### config.mk
export PLATFORM = sky130hd
export DESIGN_NAME = atax_queue
export DESIGN_NICKNAME = d
export VERILOG_FILES = /design/src/atax_pkg.sv /design/src/atax_queue.sv
export SDC_FILE = /design/constraint.sdc
export NUM_CORES = 1
export LEC_CHECK = 0
export BUFFER_PORTS_ARGS = -buffer_cell sky130_fd_sc_hd__buf_2
export CORE_MARGIN = 5
export CORE_UTILIZATION = 32
export CTS_CLUSTER_DIAMETER = 80
export CTS_CLUSTER_SIZE = 14
export DETAILED_ROUTE_END_ITERATION = 7
export SLEW_MARGIN = 10
export SYNTH_ARGS = -nofsm -noshare
export SYNTH_HDL_FRONTEND = slang
export SYNTH_SLANG_ARGS = --single-unit
### constraint.sdc
create_clock -name clk_i -period 7.8 [get_ports clk_i]
set_input_delay 0.39 -clock clk_i [delete_from_list [all_inputs] [get_ports clk_i]]
set_output_delay 0.39 -clock clk_i [all_outputs]
set_load 0.02 [all_outputs]
### src/atax_pkg.sv
// ----------------------------------------------------------------------------
// atax_pkg
// Shared widths, codes and types for the A^T (A x) kernel.
// ----------------------------------------------------------------------------
`default_nettype none

package atax_pkg;

  // Largest supported column count; storage depths follow from it
  localparam int MaxCols = 64;
  localparam int ColW    = $clog2(MaxCols);
  localparam int MaxRows = 4096;

  // Fixed field widths
  localparam int DataW   = 32;
  localparam int IdxW    = 6;
  localparam int ColsW   = 7;
  localparam int RowsW   = 13;
  localparam int RowCntW = 12;
  localparam int TdataW  = 40;

  // Configuration register indexes
  typedef enum logic {
    CfgCols = 1'b0,
    CfgRows = 1'b1
  } cfg_reg_e;

  // Input item kinds
  typedef enum logic {
    OpLoadX  = 1'b0,
    OpMatrix = 1'b1
  } opcode_e;

  // One finished row, handed from front to back
  typedef struct packed {
    logic [DataW-1:0] dot;
    logic [ColsW-1:0] nc;
    logic             bank;
    logic             first;
    logic             last_row;
  } row_desc_t;

  // Row buffer write from front into the back's banked memory
  typedef struct packed {
    logic             en;
    logic             bank;
    logic [ColW-1:0]  addr;
    logic [DataW-1:0] data;
  } row_wr_t;

  // Back-end sequencer states
  typedef enum logic [2:0] {
    BkIdle,
    BkWalk,
    BkDrain,
    BkEmit,
    BkEmitTail
  } back_state_e;

endpackage

`default_nettype wire

### src/atax_queue.sv
// ----------------------------------------------------------------------------
// atax_queue
// Two-entry descriptor queue between the row front end and the update walk.
// ----------------------------------------------------------------------------
`default_nettype none

module atax_queue (
  input  wire                  clk_i,
  input  wire                  rst_ni,
  input  wire                  push_i,
  input  atax_pkg::row_desc_t  push_desc_i,
  output logic                 valid_o,
  output atax_pkg::row_desc_t  desc_o,
  input  wire                  pop_i
);

  atax_pkg::row_desc_t slot_q [2];
  logic                wr_ptr_q;
  logic                rd_ptr_q;
  logic [1:0]          count_q;

  assign valid_o = (count_q != 2'd0);
  assign desc_o  = slot_q[rd_ptr_q];

  // Store entries
  always_ff @(posedge clk_i) begin
    if (push_i) begin
      slot_q[wr_ptr_q] <= push_desc_i;
    end
  end

  // Advance pointers and fill count
  always_ff @(posedge clk_i or negedge rst_ni) begin
    if (!rst_ni) begin
      wr_ptr_q <= 1'b0;
      rd_ptr_q <= 1'b0;
      count_q  <= '0;
    end else begin
      if (push_i) begin
        wr_ptr_q <= ~wr_ptr_q;
      end
      if (pop_i) begin
        rd_ptr_q <= ~rd_ptr_q;
      end
      case ({push_i, pop_i})
        2'b10:   count_q <= count_q + 2'd1;
        2'b01:   count_q <= count_q - 2'd1;
        default: count_q <= count_q;
      endcase
    end
  end

endmodule

`default_nettype wire

==> reports/qor.csv, run 1 <==
metric,value,unit
starting density of the core,32.9,%
Hold EP,slot_q[1][1],
synthesis-to-layout area growth,21.5,%
Tcrit/Tclk final,29.5,%
"commonest non-fill, non-tap cell in the layout",buf_2,
final hold vios,0,
reg2reg end,slot_q[1][2],
CTS buffer count,9,
"worst slack, placed",5.85,ns
Synth top area share,73.9,%
Setup CP Type,reg2out,
Post-CTS Resized,0,
syn_area_per_cell,23.4,um^2
most frequent cells in the layout,"buf_2, edfxtp_1, mux2_4",
dominant cell type by area after synthesis,edfxtp_1,
status,"finished, final reports clean",
hpwl dp,3.65,mm
Unique masters post-synth,13,
worst-skew pair later-pin latency,0.34,ns
Worst R2R Setup Slack,6.09,ns
Mapped Cells,146,
CP bufs+invs,2,
total core area,0.0104,mm^2
maximum vdd drop,0.000169,V
GP Congestion,0.658,
Die Area,0.0128,mm^2
crit-path cells,buf_4 -> mux2_2 -> buf_2,
Final WS setup,5.50,ns
worst-margin pin slew,1.06,ns
RSZ-0062 raised after global routing,no,
final count of negative-setup-slack endpoints,0,
wire per inst,14.7,um
Hold Path Stages,1,
post-synthesis sequential area ratio,76.8,%
# hold bufs at CTS,1,
post-DR vias/cell,4.21,
TNS Setup,0,ns
CTS H-tree lvls,3,
via total after detailed routing,1618,
"CTS clk-pin slew, worst paths",0.08,ns
# rows,37,
PD cells,358,mW/mm^2
post-synth net total,193,
CTS tree,yes,
share of cells above drive strength 1,59.7,%
Hold Path Class,in2reg,
Total Nets Final,290,
cell depth of the worst setup path,3,
overflow left after global routing,0,
"Arr. time, crit path",1.91,ns
# port buffers,88,
total number of yosys warnings,0,
Area contributors post-synth,"edfxtp_1, mux2_4, dfrtp_1",
drt pass-1 iters,4,
f_max,435,MHz
global-route wire length before repair,8.84,mm
Critical Path Start Type,register,
synthesized cell area,0.00341,mm^2
ANT nets after route,0,
layout filler cell count,984,
critical-path maximum fanout,43,
Detailed Route WL,5.63,mm
highest-delay cell along the critical path,buf_4,
initial antenna violation count,1,
final setup skew,0.00729,ns
setup bufs post-CTS,0,
Crit. End Element,output pin,
CTS root buf,clkbuf_8,
Die Wd,113,um
Leakage,1.66,nW
vias in the first global route,1768,
"delay-heaviest family, CP",buffers and inverters,
fin. max-slew vios,0,
HP Start,push_desc_i[1],
shortest period the worst path allows,2.30,ns
Ant. Diodes,0,
gr usage total,9.31,%
largest net degree at the start of global routing,44,
Relative slew margins,29.3,%
Seq cells post-synth,88,
boundary pin count,89,
clock sinks,88,
"slowest stage delay, CP",0.61,ns
# DRC,0,
die height,113,um
number of DRC markers in iteration 0,43,
reg2reg path depth,1,
Critical Path RT,7.41,ns
Reg-to-Reg Start,wr_ptr_q,
max_cap viols,0,
Bufs on Longest Clock Path,2,
## layer usage
layer	vias to the layer above	global-route usage, %	share of wire, %
met4	2	5.77	2.5
li1	756	-	-
met2	53	15.6	49
met1	796	10.3	41
met3	11	2.89	6.6
met5	-	0	0.36
## final cells by class
| class | instances | area [um^2] | share of cell area (%) |
|---|---|---|---|
| inverters | 1 | 3.75 | 0.0905 |
| flip-flops and latches | 88 | 2620 | 63.3 |
| multi-input cells | 52 | 704 | 17.0 |
| repair buffers | 91 | 465 | 11.2 |
| clock inverters | 5 | 47.5 | 1.15 |
| clock buffers | 11 | 131 | 3.17 |
| well taps | 136 | 170 | 4.10 |
## where the power goes
part	total, W	internal, W	switching, W
clock network	0.000290	0.000145	0.000145
registers	0.000656	0.000630	0.0000259
logic	0.000539	0.000241	0.000298
total	0.00148	0.00102	0.000469
## cells by family after synthesis
group / synth area share [%]
adder cells (fa/ha/maj): 0.367
multiplexers: 18.1
XOR/XNOR: 1.28
buffers and inverters: 2.79
flip-flops: 76.8
AND/OR/NAND/NOR: 0.587
## how the worst max path moves through the flow
stage	startpoint	endpoint	slack, ns
after floorplan	push_i	slot_q[0][0]	5.14
after global placement	rd_ptr_q	desc_o[40]	5.86
after detailed placement	rd_ptr_q	desc_o[40]	5.85
after CTS	rd_ptr_q	desc_o[40]	5.44
after global routing	rd_ptr_q	desc_o[41]	5.39
final	rd_ptr_q	desc_o[40]	5.50
## sequential cells by signal, indices dropped and copies added, names as in the netlist
signal    count
count_q       2
rd_ptr_q      1
slot_q       84
wr_ptr_q      1
## through the flow
step	utilization, %	cell area, um^2	hold WS [ns]	power [W]	instances
floorplan	-	3410	0.0944	0.00111	146
global placement	38.2	3960	0.198	0.00122	367
detailed placement	38.2	3960	0.203	0.00122	367
CTS	40.0	4150	0.197	0.00152	384
global route	40.0	4150	0.199	0.00157	384
finish	40.0	4150	0.230	0.00148	384
## Yosys cell counts
library cell and count:
buf_12 4, mux2_2 3, inv_1 1, and2_1 1
ha_1 1, or2_2 1, dfrtp_1 4, mux2_4 39
xnor2_1 2, buf_6 1, edfxtp_1 84, nor2_1 2
xor2_1 3
No activity file was read; power rests on OpenSTA's default activity.
==> run 2: changes to the inputs <==
Clock period 7.8 ns to 2.4 ns, I/O delays scaled along.
==> run 2 against run 1 <==
Against the previous run: core utilization is 4.7 points higher; hold slack worse by 0.12 ns; die area stayed put; power grew to 3.4 times the previous value; critical path depth stayed put; via count is 8.7% higher; non-clock buffer count is 46 higher; combinational power grew to 3.4 times the previous value; sequential share of layout area is 6.7 points lower; register-to-register slack worse by 5.2 ns; clock power grew to 3.8 times the previous value; highest routed layer is now met4.
==> reports/qor.csv, run 2 (synthesized netlist as in run 1, its figures left out) <==
metric,value,unit
share of cells above drive strength 1,51.4,%
Leakage,1.87,nW
fin. max-slew vios,0,
Tcrit/Tclk final,76.5,%
DR WL met3,418,um
Top Layer Used,met4,
boundary pin count,89,
Int Power,0.00350,W
"worst slack, placed",0.919,ns
Final WS setup,0.565,ns
wire per inst,13.9,um
max_cap viols,0,
shortest period the worst path allows,1.84,ns
drt pass-1 iters,6,
Bufs on Longest Clock Path,2,
GP Congestion,0.658,
top flop regs,"slot_q (84), count_q (2)",
TNS Setup,0,ns
layout filler cell count,937,
ANT nets after route,0,
Critical Path Start Type,register,
Total Nets Final,336,
Relative slew margins,60.7,%
starting density of the core,32.9,%
clock sinks,88,
Seq pwr share,42.3,%
Setup CP Type,reg2out,
DP Area,0.00397,mm^2
Crit. End Element,output pin,
clock group share of total power,21.7,%
worst-skew pair later-pin latency,0.34,ns
largest register by flop count,slot_q,
Critical Path RT,2.28,ns
wire length on met2,3.06,mm
# port buffers,88,
worst setup path start,rd_ptr_q,
Final Hold Slack,0.106,ns
overall power,0.00505,W
final count of negative-setup-slack endpoints,0,
final setup skew,0.00337,ns
CTS tree,yes,
largest net degree at the start of global routing,43,
"commonest non-fill, non-tap cell in the layout",buf_2,
most frequent cells in the layout,"buf_2, edfxtp_1, dlygate4sd3_1",
CTS H-tree lvls,3,
CTS buffer count,9,
worst-margin pin slew,0.590,ns
global-route wire length before repair,9.41,mm
Reg-to-Reg Start,wr_ptr_q,
max reg flops,84,
gr usage total,9.69,%
# DRC,0,
Detailed Route WL,5.97,mm
post-layout instance area,0.00464,mm^2
final hold vios,0,
CTS root buf,clkbuf_8,
f_max,545,MHz
"CTS clk-pin slew, worst paths",0.08,ns
total core area,0.0104,mm^2
Sw Share,30.8,%
die height,113,um
PD cells,1090,mW/mm^2
Die Wd,113,um
overflow left after global routing,0,
Sw Pwr,0.00156,W
initial antenna violation count,0,
number of DRC markers in iteration 0,55,
Ant. Diodes,0,
"Arr. time, crit path",1.72,ns
# rows,37,
maximum vdd drop,0.000979,V
met1 WL,2.40,mm
hpwl dp,3.76,mm
post-DR vias/cell,4.09,
RSZ-0062 raised after global routing,no,
Hold Path Class,in2async,
critical-path maximum fanout,25,
synthesis-to-layout area growth,35.9,%
via total after detailed routing,1759,
status,"finished, final reports clean",
Combinational Power Share,36.1,%
Post-CTS Resized,0,
vias in the first global route,1954,
Die Area,0.0128,mm^2
## run 2: cell count changes in the layout (fill, tap and decap cells not counted)
cell	change
bufinv_16	+1
clkinv_1	-2
dlygate4sd3_1	+44
clkinv_2	-1
clkbuf_8	+1
clkbuf_1	+1
buf_4	+2
## run 2: cell type report
type	instances	area [um^2]	share of cell area [%]
Timing Repair Buffer	137	921	19.9
Tap cell	136	170	3.67
Clock inverter	3	65.1	1.40
Multi-Input combinational cell	52	704	15.2
Clock buffer	13	149	3.21
Sequential cell	88	2620	56.6
Inverter	1	3.75	0.0809
## run 2: path summary, 6_finish.rpt
| path | cells after the start | end | slack, ns |
|---|---|---|---|
| worst max-delay path | 3 | desc_o[40] | 0.56 |
| worst min-delay path | 2 | rd_ptr_q | 0.11 |
| worst max register to register | 2 | slot_q[1][40] | 0.94 |
| worst min register to register | 1 | count_q[1] | 0.47 |
| max in group asynchronous | 2 | rd_ptr_q | 2.16 |
| min in group clk_i | 1 | count_q[1] | 0.47 |
## run 2: power groups by stage
stage	sequential [W]	combinational (W)	clock (W)
finish	0.00214	0.00182	0.00110
global route	0.00217	0.00195	0.00121
CTS	0.00214	0.00187	0.00114
detailed placement	0.00217	0.00181	0
global placement	0.00216	0.00180	0
floorplan	0.00215	0.00146	0
## run 2: what timing repair did
item / in CTS / in global routing
buffers inserted: 0 / 0
hold buffers: 45 / 0
endpoints found under the setup margin: 0 / 0
endpoints found under the hold margin: 90 / 0
## run 2: worst max-delay path: stages (launching register included)
cell	delay, ns
dfrtp_2	0.38
buf_4	0.40
mux2_2	0.40
buf_2	0.16
## run 2: metal layers
layer / GRT usage, % / vias to the layer above
met5: 0 / -
met4: 6.01 / 0
met3: 3.26 / 8
met2: 16.0 / 52
met1: 10.8 / 847
li1: - / 852
## run 2: stage by stage
step / std cells / utilization, %
6_report: 430 / 44.7
2_1_floorplan: 146 / -
4_1_cts: 430 / 44.7
3_3_place_gp: 369 / 38.3
3_5_place_dp: 369 / 38.3
5_1_grt: 430 / 44.7
==> run 3: changes to the inputs <==
Settings changed: ABC_AREA from default to 1.
Clock period 2.4 ns to 1.9 ns, I/O delays scaled along.
==> run 3 against run 2 <==
Against the previous run: area after synthesis fell by 2.6%; routed wire length rose by 3.9%; non-clock buffer count increased by 1; critical path type unchanged; worst setup slack worse by 0.42 ns; flip-flop and latch count unchanged; first-iteration DRC count fell by 16%; cell count increased by 22%.
==> reports/qor.csv, run 3 <==
metric,value,unit
status,"finished, final reports clean",
wire per inst,11.9,um
Synth Area in XOR/XNOR,0.791,%
worst-skew pair later-pin latency,0.34,ns
ANT nets after route,0,
largest net degree at the start of global routing,57,
Die Area,0.0125,mm^2
"commonest non-fill, non-tap cell in the layout",buf_2,
initial antenna violation count,0,
"worst slack, placed",0.411,ns
Mapped Cells,242,
"EDFF count, synth",84,
largest family of logic cells by synthesized area,buffers and inverters,
PD cells,1370,mW/mm^2
Synth Area in Compound Gates,6.33,%
Worst R2R Setup Slack,0.67,ns
list of most frequent post-synthesis cells,"edfxtp_1, inv_1, nand2_1",
hpwl dp,3.88,mm
Simple-Gate Fraction of Synth Area,5.87,%
dominant cell type by area after synthesis,edfxtp_1,
most frequent cells in the layout,"buf_2, edfxtp_1, nand2_1",
max_cap viols,0,
Final WS setup,0.150,ns
Synth Area in Adders,0.377,%
synthesized cell area,0.00332,mm^2
RSZ-0062 raised after global routing,no,
syn_area_per_cell,13.7,um^2
Total Nets Final,429,
f_max,571,MHz
crit-path cells,buf_12 -> o21ai_0 -> buf_2,
reg2reg path depth,2,
Critical Path Start Type,register,
"slowest stage delay, CP",0.58,ns
final setup skew,0.00984,ns
total core area,0.0102,mm^2
vias in the first global route,2184,
# port buffers,88,
fin. max-slew vios,0,
Area contributors post-synth,"edfxtp_1, inv_1, nand2_1",
"CTS clk-pin slew, worst paths",0.09,ns
max reg flops,84,
Hold Path Class,in2async,
via total after detailed routing,2129,
CTS buffer count,9,
reg2reg end,slot_q[0][22],
post-layout instance area,0.00461,mm^2
"Arr. time, crit path",1.66,ns
boundary pin count,89,
# DRC,0,
worst-margin pin slew,0.338,ns
share of cells above drive strength 1,28.4,%
shortest period the worst path allows,1.75,ns
final hold vios,0,
Synth top area share,75.9,%
overflow left after global routing,0,
post-DR vias/cell,4.07,
Setup CP Type,reg2out,
clock sinks,88,
gr usage total,10.3,%
starting density of the core,32.5,%
highest-delay cell along the critical path,dfrtp_4,
largest register by flop count,slot_q,
Critical Path RT,1.80,ns
"Core Util, Final",45.0,%
number of DRC markers in iteration 0,46,
Tcrit/Tclk final,92.1,%
Synth Flop Type,edfxtp_1,
drt pass-1 iters,3,
CTS root buf,clkbuf_8,
die height,112,um
GP Congestion,0.705,
Seq cells post-synth,88,
post-synthesis sequential area ratio,78.9,%
mux contribution to synthesized area,0,%
synthesis-to-layout area growth,38.6,%
Leakage,1.96,nW
Detailed Route WL,6.21,mm
ys async rst share,4.55,%
final count of negative-setup-slack endpoints,0,
top flop regs,"slot_q (84), count_q (2)",
most common cell in the netlist,edfxtp_1,
TNS Setup,0,ns
# rows,37,
post-synth net total,289,
critical-path maximum fanout,56,
Unique masters post-synth,16,
Crit. End Element,output pin,
CTS tree,yes,
Ant. Diodes,0,
Die Wd,112,um
DP Area,0.00392,mm^2
Relative slew margins,77.4,%
maximum vdd drop,0.000561,V
CTS H-tree lvls,3,
global-route wire length before repair,10.2,mm
Bufs on Longest Clock Path,2,
Reg-to-Reg Start,wr_ptr_q,
total number of yosys warnings,0,
[run 3: cell count changes after synthesis, sizes merged, moves of 2 or more]
cell,change
clkbuf,+2
mux2,-42
inv,+47
buf,+2
o21ai,+42
nand2,+48
[run 3: metal layers]
layer / vias up / wire (um) / global-route usage (%)
met3: 12 / 420 / 3.21
met5: - / 0 / 0
met2: 61 / 3150 / 17.5
met1: 965 / 2530 / 11.8
li1: 1091 / - / -
met4: 0 / 114 / 4.62
[run 3: per-stage QoR]
step,cells,hold slack (ns),total power [W]
after global placement,461,-0.0880,0.00486
after CTS,522,0.0593,0.00637
after detailed placement,461,-0.0902,0.00489
after global routing,523,0.0739,0.00671
after floorplan,242,-0.201,0.00419
final,523,0.0742,0.00630
[run 3: final cells by class]
cell class                 instances  area (um^2)
fill                             939         5620
sequential                        88         2630
timing repair buffer             138          957
multi-input combinational         97          452
inverter                          48          180
tap                              136          170
clock buffer                      11          141
clock inverter                     5         80.1
[run 3: how the worst max path moves through the flow]
stage | endpoint | startpoint | slack, ns
floorplan | slot_q[1][0] | wr_ptr_q | 0.21
global placement | desc_o[18] | rd_ptr_q | 0.45
finish | desc_o[18] | rd_ptr_q | 0.15
detailed placement | desc_o[18] | rd_ptr_q | 0.41
global route | desc_o[18] | rd_ptr_q | 0.05
CTS | desc_o[18] | rd_ptr_q | 0.03
[run 3: logic make-up (layout without fill, tap and decap cells)]
| kind of cell | Yosys count | after routing |
|---|---|---|
| AND/OR/NAND/NOR | 51 | 51 |
| flip-flops | 88 | 88 |
| AO/OA/AOI/OAI | 42 | 42 |
| adder cells (fa/ha/maj) | 1 | 1 |
| XOR/XNOR | 3 | 3 |
| buffers and inverters | 57 | 202 |
[run 3: what timing repair did]
item	CTS	global route
endpoints found under the hold margin	90	0
setup buffers	0	1
hold buffers	45	0
resized for setup	0	1
setup endpoints to repair	0	23
[run 3: worst max-delay path: cells and delay by family (launching register included)]
kind | cells | cell delay (ns)
AOI/OAI and AO/OA | 1 | 0.28
buffers and inverters | 2 | 0.45
DFF | 1 | 0.58
[run 3: power breakdown]
group / total [W] / internal, W / switching [W]
clock: 0.00139 / 0.000775 / 0.000617
combinational: 0.00217 / 0.000716 / 0.00145
sequential: 0.00274 / 0.00258 / 0.000155
