## config.mk

```make
export PLATFORM = sky130hd
export DESIGN_NAME = atax_front
export DESIGN_NICKNAME = d
export VERILOG_FILES = /design/src/atax_pkg.sv /design/src/atax_front.sv
export SDC_FILE = /design/constraint.sdc
export NUM_CORES = 2
export LEC_CHECK = 0
export BUFFER_PORTS_ARGS = -buffer_cell sky130_fd_sc_hd__clkbuf_2
export CORE_AREA = 2 2 512 514
export DETAILED_ROUTE_END_ITERATION = 12
export DIE_AREA = 0 0 514 516
export GPL_TIMING_DRIVEN = 1
export HOLD_SLACK_MARGIN = 0.06
export PLACE_DENSITY = 0.59
export SETUP_SLACK_MARGIN = 0.02
export SLEW_MARGIN = 20
export SYNTH_ARGS = -nofsm -noshare
export SYNTH_HDL_FRONTEND = slang
export SYNTH_SLANG_ARGS = --single-unit
```

## constraint.sdc

```tcl
create_clock -name clk_i -period 9 [get_ports clk_i]
set_input_delay 0.45 -clock clk_i [delete_from_list [all_inputs] [get_ports clk_i]]
set_output_delay 0.45 -clock clk_i [all_outputs]
set_load 0.01 [all_outputs]
```

## src/atax_pkg.sv

```systemverilog
// ----------------------------------------------------------------------------
// atax_pkg
// Shared widths, codes and types for the A^T (A x) kernel.
// ----------------------------------------------------------------------------
`default_nettype none

package atax_pkg;

  // Largest supported column count; storage depths follow from it
  localparam int MaxCols = 64;
  localparam int ColW    = $clog2(MaxCols);
  localparam int MaxRows = 4096;

  // Fixed field widths
  localparam int DataW   = 32;
  localparam int IdxW    = 6;
  localparam int ColsW   = 7;
  localparam int RowsW   = 13;
  localparam int RowCntW = 12;
  localparam int TdataW  = 40;

  // Configuration register indexes
  typedef enum logic {
    CfgCols = 1'b0,
    CfgRows = 1'b1
  } cfg_reg_e;

  // Input item kinds
  typedef enum logic {
    OpLoadX  = 1'b0,
    OpMatrix = 1'b1
  } opcode_e;

  // One finished row, handed from front to back
  typedef struct packed {
    logic [DataW-1:0] dot;
    logic [ColsW-1:0] nc;
    logic             bank;
    logic             first;
    logic             last_row;
  } row_desc_t;

  // Row buffer write from front into the back's banked memory
  typedef struct packed {
    logic             en;
    logic             bank;
    logic [ColW-1:0]  addr;
    logic [DataW-1:0] data;
  } row_wr_t;

  // Back-end sequencer states
  typedef enum logic [2:0] {
    BkIdle,
    BkWalk,
    BkDrain,
    BkEmit,
    BkEmitTail
  } back_state_e;

endpackage

`default_nettype wire

```

## src/atax_front.sv

```systemverilog
// ----------------------------------------------------------------------------
// atax_front
// Accepts items, stores x, streams rows into the row buffer and forms the
// per-row dot product; posts one descriptor per finished row.
// ----------------------------------------------------------------------------
`default_nettype none

module atax_front (
  input  wire                              clk_i,
  input  wire                              rst_ni,
  input  wire                              cfg_we_i,
  input  wire                              cfg_idx_i,
  input  wire [atax_pkg::RowsW-1:0]        cfg_wdata_i,
  input  wire                              s_valid_i,
  output logic                             s_ready_o,
  input  wire                              s_opcode_i,
  input  wire [atax_pkg::IdxW-1:0]         s_index_i,
  input  wire [atax_pkg::DataW-1:0]        s_value_i,
  output atax_pkg::row_wr_t                row_wr_o,
  output logic                             push_o,
  output atax_pkg::row_desc_t              push_desc_o,
  input  wire                              row_done_i
);

  logic [atax_pkg::ColsW-1:0]   cols_q;
  logic [atax_pkg::RowsW-1:0]   rows_q;
  logic [atax_pkg::ColsW-1:0]   nc;
  logic [atax_pkg::RowsW-1:0]   nr;
  logic [atax_pkg::ColW-1:0]    col_q;
  logic [atax_pkg::RowCntW-1:0] row_q;
  logic                         bank_q;
  logic [1:0]                   pending_q;
  logic                         accept;
  logic                         is_mat;
  logic                         mat_acc;
  logic                         idx_ok;
  logic                         row_end;
  logic                         run_end;

  logic [atax_pkg::DataW-1:0]   x_mem [atax_pkg::MaxCols];
  logic [atax_pkg::DataW-1:0]   x_rd_q;

  logic                         s1_v_q;
  logic                         s1_end_q;
  logic [atax_pkg::DataW-1:0]   s1_val_q;
  atax_pkg::row_desc_t          s1_desc_q;
  logic                         s2_v_q;
  logic                         s2_end_q;
  logic [atax_pkg::DataW-1:0]   prod_q;
  atax_pkg::row_desc_t          s2_desc_q;
  logic [atax_pkg::DataW-1:0]   dot_q;
  logic [atax_pkg::DataW-1:0]   dot_sum;

  // Configuration registers
  always_ff @(posedge clk_i or negedge rst_ni) begin
    if (!rst_ni) begin
      cols_q <= atax_pkg::ColsW'(atax_pkg::MaxCols);
      rows_q <= atax_pkg::RowsW'(64);
    end else if (cfg_we_i) begin
      case (atax_pkg::cfg_reg_e'(cfg_idx_i))
        atax_pkg::CfgCols: cols_q <= cfg_wdata_i[atax_pkg::ColsW-1:0];
        atax_pkg::CfgRows: rows_q <= cfg_wdata_i;
        default: ;
      endcase
    end
  end

  // Clamp sizes into their legal ranges
  always_comb begin
    if (cols_q == '0) begin
      nc = atax_pkg::ColsW'(1);
    end else if (cols_q > atax_pkg::ColsW'(atax_pkg::MaxCols)) begin
      nc = atax_pkg::ColsW'(atax_pkg::MaxCols);
    end else begin
      nc = cols_q;
    end
    if (rows_q == '0) begin
      nr = atax_pkg::RowsW'(1);
    end else if (rows_q > atax_pkg::RowsW'(atax_pkg::MaxRows)) begin
      nr = atax_pkg::RowsW'(atax_pkg::MaxRows);
    end else begin
      nr = rows_q;
    end
  end

  // Hold off while both row buffer banks still wait for the back end
  assign s_ready_o = (pending_q != 2'd2);
  assign accept    = s_valid_i && s_ready_o;
  assign is_mat    = (atax_pkg::opcode_e'(s_opcode_i) == atax_pkg::OpMatrix);
  assign mat_acc   = accept && is_mat;
  assign idx_ok    = ({1'b0, s_index_i} < (atax_pkg::IdxW + 1)'(atax_pkg::MaxCols));
  assign row_end   = ((atax_pkg::ColsW'(col_q) + atax_pkg::ColsW'(1)) >= nc);
  assign run_end   = row_end &&
                     ((atax_pkg::RowsW'(row_q) + atax_pkg::RowsW'(1)) >= nr);

  // x store: write on loads, read the current column on matrix items
  always_ff @(posedge clk_i) begin
    if (accept && !is_mat && idx_ok) begin
      x_mem[s_index_i[atax_pkg::ColW-1:0]] <= s_value_i;
    end
    if (mat_acc) begin
      x_rd_q <= x_mem[col_q];
    end
  end

  // Row element goes straight into the current bank
  always_comb begin
    row_wr_o.en   = mat_acc;
    row_wr_o.bank = bank_q;
    row_wr_o.addr = col_q;
    row_wr_o.data = s_value_i;
  end

  // Advance column, row and bank counters
  always_ff @(posedge clk_i or negedge rst_ni) begin
    if (!rst_ni) begin
      col_q  <= '0;
      row_q  <= '0;
      bank_q <= 1'b0;
    end else if (mat_acc) begin
      if (row_end) begin
        col_q  <= '0;
        bank_q <= ~bank_q;
        if (run_end) begin
          row_q <= '0;
        end else begin
          row_q <= row_q + atax_pkg::RowCntW'(1);
        end
      end else begin
        col_q <= col_q + atax_pkg::ColW'(1);
      end
    end
  end

  // Count rows whose bank is not yet released by the back end
  always_ff @(posedge clk_i or negedge rst_ni) begin
    if (!rst_ni) begin
      pending_q <= '0;
    end else begin
      case ({mat_acc && row_end, row_done_i})
        2'b10:   pending_q <= pending_q + 2'd1;
        2'b01:   pending_q <= pending_q - 2'd1;
        default: pending_q <= pending_q;
      endcase
    end
  end

  // Stage valids
  always_ff @(posedge clk_i or negedge rst_ni) begin
    if (!rst_ni) begin
      s1_v_q <= 1'b0;
      s2_v_q <= 1'b0;
      dot_q  <= '0;
    end else begin
      s1_v_q <= mat_acc;
      s2_v_q <= s1_v_q;
      if (s2_v_q) begin
        dot_q <= s2_end_q ? '0 : dot_sum;
      end
    end
  end

  // Stage payload: capture item, then multiply by x
  always_ff @(posedge clk_i) begin
    if (mat_acc) begin
      s1_val_q           <= s_value_i;
      s1_end_q           <= row_end;
      s1_desc_q.dot      <= '0;
      s1_desc_q.nc       <= nc;
      s1_desc_q.bank     <= bank_q;
      s1_desc_q.first    <= (row_q == '0);
      s1_desc_q.last_row <= run_end;
    end
    if (s1_v_q) begin
      prod_q    <= s1_val_q * x_rd_q;
      s2_end_q  <= s1_end_q;
      s2_desc_q <= s1_desc_q;
    end
  end

  // Finish the dot product and post the row
  assign dot_sum = dot_q + prod_q;
  assign push_o  = s2_v_q && s2_end_q;

  always_comb begin
    push_desc_o     = s2_desc_q;
    push_desc_o.dot = dot_sum;
  end

endmodule

`default_nettype wire

```

==> flow_summary.html <==
<table>
<tr><th>Metric</th><th>Value</th></tr>
<tr><th colspan="2">Run status</th></tr>
<tr><td>Result of the run</td><td>finished, final reports clean</td></tr>
<tr><th colspan="2">Logic synthesis</th></tr>
<tr><td>Seq cells post-synth</td><td>2241</td></tr>
<tr><td>Synthesized net count</td><td>6909</td></tr>
<tr><td>Fraction of registers with async set/reset</td><td>0.03347</td></tr>
<tr><td>Unique masters post-synth</td><td>73</td></tr>
<tr><td>Dominant synthesized flop cell</td><td>sky130_fd_sc_hd__edfxtp_1</td></tr>
<tr><td>Register area share after synthesis</td><td>0.6481</td></tr>
<tr><td>Number of synthesized flops with an enable pin</td><td>2166</td></tr>
<tr><td>Number of instances in the synthesized netlist</td><td>6264</td></tr>
<tr><td>Mean instance size in the synthesized netlist</td><td>16.48 sq um</td></tr>
<tr><td>Warnings, synthesis</td><td>0</td></tr>
<tr><td>Post-synth design cell area</td><td>103300 sq um</td></tr>
<tr><th colspan="2">STA</th></tr>
<tr><td>Setup ws final</td><td>1.186 ns</td></tr>
<tr><td>Final Cycle Share</td><td>0.8683</td></tr>
<tr><td>Final-report max-slew violation count</td><td>0</td></tr>
<tr><td>Hold violation count in the final report</td><td>0</td></tr>
<tr><td>Sum Neg Setup Slack</td><td>0 ns</td></tr>
<tr><td>Max transition margin</td><td>0.1188</td></tr>
<tr><td>Worst Clk Skew</td><td>0.1159 ns</td></tr>
<tr><td>Post-route minimum period</td><td>7.814 ns</td></tr>
<tr><td>Unrepaired setup endpoints after global routing</td><td>no</td></tr>
<tr><td>Slew @ Worst Pin</td><td>1.314 ns</td></tr>
<tr><td>Finish-stage setup viols</td><td>0</td></tr>
<tr><td>F_max</td><td>128.0 MHz</td></tr>
<tr><th colspan="2">Placed design</th></tr>
<tr><td>Buffers on Ports</td><td>141</td></tr>
<tr><td>Worst slack after detailed placement</td><td>1.160 ns</td></tr>
<tr><td>Gpl congestion</td><td>0.8816</td></tr>
<tr><td>Post-detail-place hpwl</td><td>168.6 mm</td></tr>
<tr><th colspan="2">Min path</th></tr>
<tr><td>Start point of the worst min-delay path</td><td>cfg_idx_i</td></tr>
<tr><td>Kind of path behind the tightest hold check</td><td>in2reg</td></tr>
<tr><td>Number of cells on the worst hold path</td><td>3</td></tr>
<tr><td>Worst hold path endpoint</td><td>cols_q[0]</td></tr>
<tr><th colspan="2">Floorplan</th></tr>
<tr><td>Effective utilization at floorplan</td><td>0.3983</td></tr>
<tr><td>Height of the chip</td><td>516 microns</td></tr>
<tr><td>Site row count</td><td>187</td></tr>
<tr><td>Top-Level Pins</td><td>142</td></tr>
<tr><td>Area enclosed by the die boundary</td><td>265200 sq um</td></tr>
<tr><td>Floorplan die width</td><td>514 microns</td></tr>
<tr><td>Floorplan Core Area</td><td>259200 sq um</td></tr>
<tr><th colspan="2">Global routing</th></tr>
<tr><td>Global-route wire length before repair</td><td>415.9 mm</td></tr>
<tr><td>GRT Overall Usage</td><td>0.2167</td></tr>
<tr><td>Maximum number of pins on one net before global-route repair</td><td>119</td></tr>
<tr><td>Vias in the first global route</td><td>58185</td></tr>
<tr><td>Global-route congestion overflow total</td><td>0</td></tr>
<tr><td>Number of antenna violations at the first check in global routing</td><td>18</td></tr>
<tr><th colspan="2">Final layout</th></tr>
<tr><td># fillers</td><td>22393</td></tr>
<tr><td>Fraction of layout instances using a drive strength above 1</td><td>0.1558</td></tr>
<tr><td>Leading cell type in the layout, fill and taps excluded</td><td>sky130_fd_sc_hd__edfxtp_1</td></tr>
<tr><td>Most used cells in the layout excluding fill and tap cells</td><td>sky130_fd_sc_hd__edfxtp_1, sky130_fd_sc_hd__mux2i_1, sky130_fd_sc_hd__inv_1</td></tr>
<tr><td>Layout net count</td><td>7103</td></tr>
<tr><td>Area growth from synthesis to final layout</td><td>12.46%</td></tr>
<tr><th colspan="2">Clock network</th></tr>
<tr><td>CTS H-tree lvls</td><td>4</td></tr>
<tr><td>Number of hold buffers added after CTS</td><td>21</td></tr>
<tr><td>Library cell used as clock root buffer</td><td>sky130_fd_sc_hd__clkbuf_16</td></tr>
<tr><td>Insertion delay of the later-clocked pin in the worst-skew pair</td><td>0.94 ns</td></tr>
<tr><td>Clock sinks</td><td>2241</td></tr>
<tr><td>Post-CTS setup buffers</td><td>0</td></tr>
<tr><td>Clock tree from TritonCTS</td><td>done</td></tr>
<tr><td>TritonCTS Buffers</td><td>235</td></tr>
<tr><td>Maximum root-to-sink buffer count</td><td>4</td></tr>
<tr><td>Register clock-pin slew on the reported worst setup and hold paths</td><td>0.06 ns</td></tr>
<tr><td>Post_cts resized</td><td>0</td></tr>
<tr><th colspan="2">Setup path</th></tr>
<tr><td>Critical path's most frequent cell</td><td>sky130_fd_sc_hd__fa_1</td></tr>
<tr><td>Largest stage delay, worst path</td><td>1.07 ns</td></tr>
<tr><td>Crit-path max FO</td><td>24</td></tr>
<tr><td>Depth of the most critical reg-to-reg path</td><td>22</td></tr>
<tr><td>Critical path, cell by cell</td><td>and2_1 -&gt; fa_1 -&gt; fa_1 -&gt; fa_1 -&gt; inv_1 -&gt; fa_1 -&gt; fa_1 -&gt; fa_1 -&gt; inv_1 -&gt; fa_1 -&gt; inv_1 -&gt; fa_1 -&gt; inv_1 -&gt; ha_1 -&gt; a21o_1 -&gt; a211o_1 -&gt; nand3b_1 -&gt; a31oi_1 -&gt; o41ai_1 -&gt; o2111ai_1 -&gt; a21oi_1 -&gt; xnor2_1</td></tr>
<tr><td>Data arrival time of the worst path</td><td>8.38 ns</td></tr>
<tr><td>Crit-path slowest cell</td><td>sky130_fd_sc_hd__edfxtp_1</td></tr>
<tr><td>Required time of the critical path</td><td>9.56 ns</td></tr>
<tr><td>R2R Setup Slk</td><td>1.19 ns</td></tr>
<tr><td>Worst reg2reg endpoint</td><td>prod_q[31]</td></tr>
<tr><td>Startpoint kind of the worst setup timing path</td><td>register</td></tr>
<tr><td>Endpoint class of the critical path</td><td>register</td></tr>
<tr><td>Category of the critical setup timing path</td><td>reg2reg</td></tr>
<tr><td>Startpoint of the lowest-slack register-to-register path</td><td>s1_val_q[8]</td></tr>
<tr><th colspan="2">Route</th></tr>
<tr><td>Number of DRC markers after the initial detailed-route iteration</td><td>5672</td></tr>
<tr><td>Drc violations</td><td>0</td></tr>
<tr><td>Wirelength per Cell</td><td>28.84 microns</td></tr>
<tr><td>Routed vias</td><td>56623</td></tr>
<tr><td>Vias/cell</td><td>5.629</td></tr>
<tr><td>Overall routed net length</td><td>290.1 mm</td></tr>
<tr><td>Remaining number of nets flagged by the antenna check after routing</td><td>0</td></tr>
<tr><td>Detailed Routing Iterations Pass 1</td><td>5</td></tr>
<tr><th colspan="2">Job</th></tr>
<tr><td>Max-cap viol count</td><td>0</td></tr>
</table>
==> worst max-delay path by stage <==
stage / endpoint / slack (ns) / from
floorplan: prod_q[31] / 1.84 / s1_val_q[13]
global placement: prod_q[31] / 1.25 / s1_val_q[8]
detailed placement: prod_q[31] / 1.16 / s1_val_q[8]
CTS: prod_q[31] / 1.18 / s1_val_q[8]
global route: prod_q[31] / 0.79 / s1_val_q[9]
finish: prod_q[31] / 1.19 / s1_val_q[8]
==> cells in the mapped netlist, types with 12 or more instances <==
master                     number  area share
sky130_fd_sc_hd__clkbuf_1     233      0.0085
sky130_fd_sc_hd__o21ai_0       34      0.0016
sky130_fd_sc_hd__nand2_1      313       0.011
sky130_fd_sc_hd__mux2_2        20      0.0022
sky130_fd_sc_hd__mux2i_1      468       0.045
sky130_fd_sc_hd__buf_4         36      0.0026
sky130_fd_sc_hd__xor2_1        33      0.0028
sky130_fd_sc_hd__and3_1        13     0.00079
sky130_fd_sc_hd__a211oi_1      40      0.0029
sky130_fd_sc_hd__buf_1         30      0.0011
sky130_fd_sc_hd__a21oi_1      227       0.011
sky130_fd_sc_hd__o22ai_1      118      0.0071
sky130_fd_sc_hd__and2_1       292       0.018
sky130_fd_sc_hd__buf_2         71      0.0034
sky130_fd_sc_hd__dfrtp_1       73       0.018
sky130_fd_sc_hd__nor2b_1       16     0.00097
sky130_fd_sc_hd__nand3_1       22      0.0011
sky130_fd_sc_hd__inv_1        430       0.016
sky130_fd_sc_hd__ha_1         178       0.022
sky130_fd_sc_hd__nor2_1       171      0.0062
sky130_fd_sc_hd__o221ai_1     231       0.020
sky130_fd_sc_hd__a22o_1        33      0.0028
sky130_fd_sc_hd__nor3_1        69      0.0033
sky130_fd_sc_hd__xnor2_1       99      0.0084
sky130_fd_sc_hd__edfxtp_1    2166        0.63
sky130_fd_sc_hd__mux4_2       291       0.063
sky130_fd_sc_hd__fa_1         409       0.079
sky130_fd_sc_hd__a21o_1        28      0.0020
sky130_fd_sc_hd__o21a_1        12     0.00087
==> worst max-delay path: cells and delay by family, from the launching register on <==
family | cells | cell delay, ns
adders and majority gates | 9 | 4.26
AOI/OAI and AO/OA | 6 | 1.54
DFF | 1 | 1.07
and+or+nand+nor | 2 | 0.38
buffers and inverters | 4 | 0.20
xor gates and xnor gates | 1 | 0.09
==> metrics by stage <==
step | cell area [sq um] | utilization | hold slack (ns) | std cells
2_1_floorplan | 103300 | - | 0.1544 | 6264
3_3_place_gp | 108500 | 0.4185 | 0.4043 | 9600
3_5_place_dp | 108500 | 0.4185 | 0.4065 | 9600
4_1_cts | 116000 | 0.4476 | 0.09791 | 10048
5_1_grt | 116100 | 0.4479 | 0.1412 | 10054
6_report | 116100 | 0.4479 | 0.1530 | 10059
==> state kept, by name, summed over array words and instances, names as in the netlist <==
| name | cells |
|---|---|
| bank_q | 1 |
| col_q | 6 |
| cols_q | 7 |
| dot_q | 32 |
| pending_q | 2 |
| prod_q | 32 |
| push_desc_o | 10 |
| row_q | 12 |
| rows_q | 13 |
| s1_desc_q | 10 |
| s1_end_q | 1 |
| s1_v_q | 1 |
| s1_val_q | 32 |
| s2_end_q | 1 |
| s2_v_q | 1 |
| x_mem | 2048 |
| x_rd_q | 32 |
==> cell type report <==
class,count,area (sq um),share of cell area
timing repair buffer,327,2316,0.01994
clock buffer,283,6135,0.05283
inverter,431,1630,0.01404
sequential,2241,66940,0.5765
clock inverter,144,1184,0.01019
multi-input combinational,3222,33640,0.2897
tap,3402,4257,0.03666
antenna,9,22.52,0.0001939
==> per-layer routing <==
| layer | GRT usage | up-vias | wire [microns] |
|---|---|---|---|
| met5 | 0 | - | 21 |
| met4 | 0.06874 | 2 | 9673 |
| met3 | 0.03107 | 444 | 18370 |
| met2 | 0.3664 | 2069 | 142100 |
| met1 | 0.2892 | 29925 | 119900 |
| li1 | - | 24183 | - |
==> logic make-up after synthesis <==
group,count (synthesis),synth area share
xor gates and xnor gates,132,0.01120
muxes,779,0.1110
adders and majority gates,587,0.1009
buffers and inverters,801,0.03129
and+or+nand+nor,936,0.04420
AOI/OAI and AO/OA,788,0.05333
DFF,2241,0.6481
Power is not shown: default switching activity piles up to over one toggle a cycle in this logic, so the estimate is an artifact.
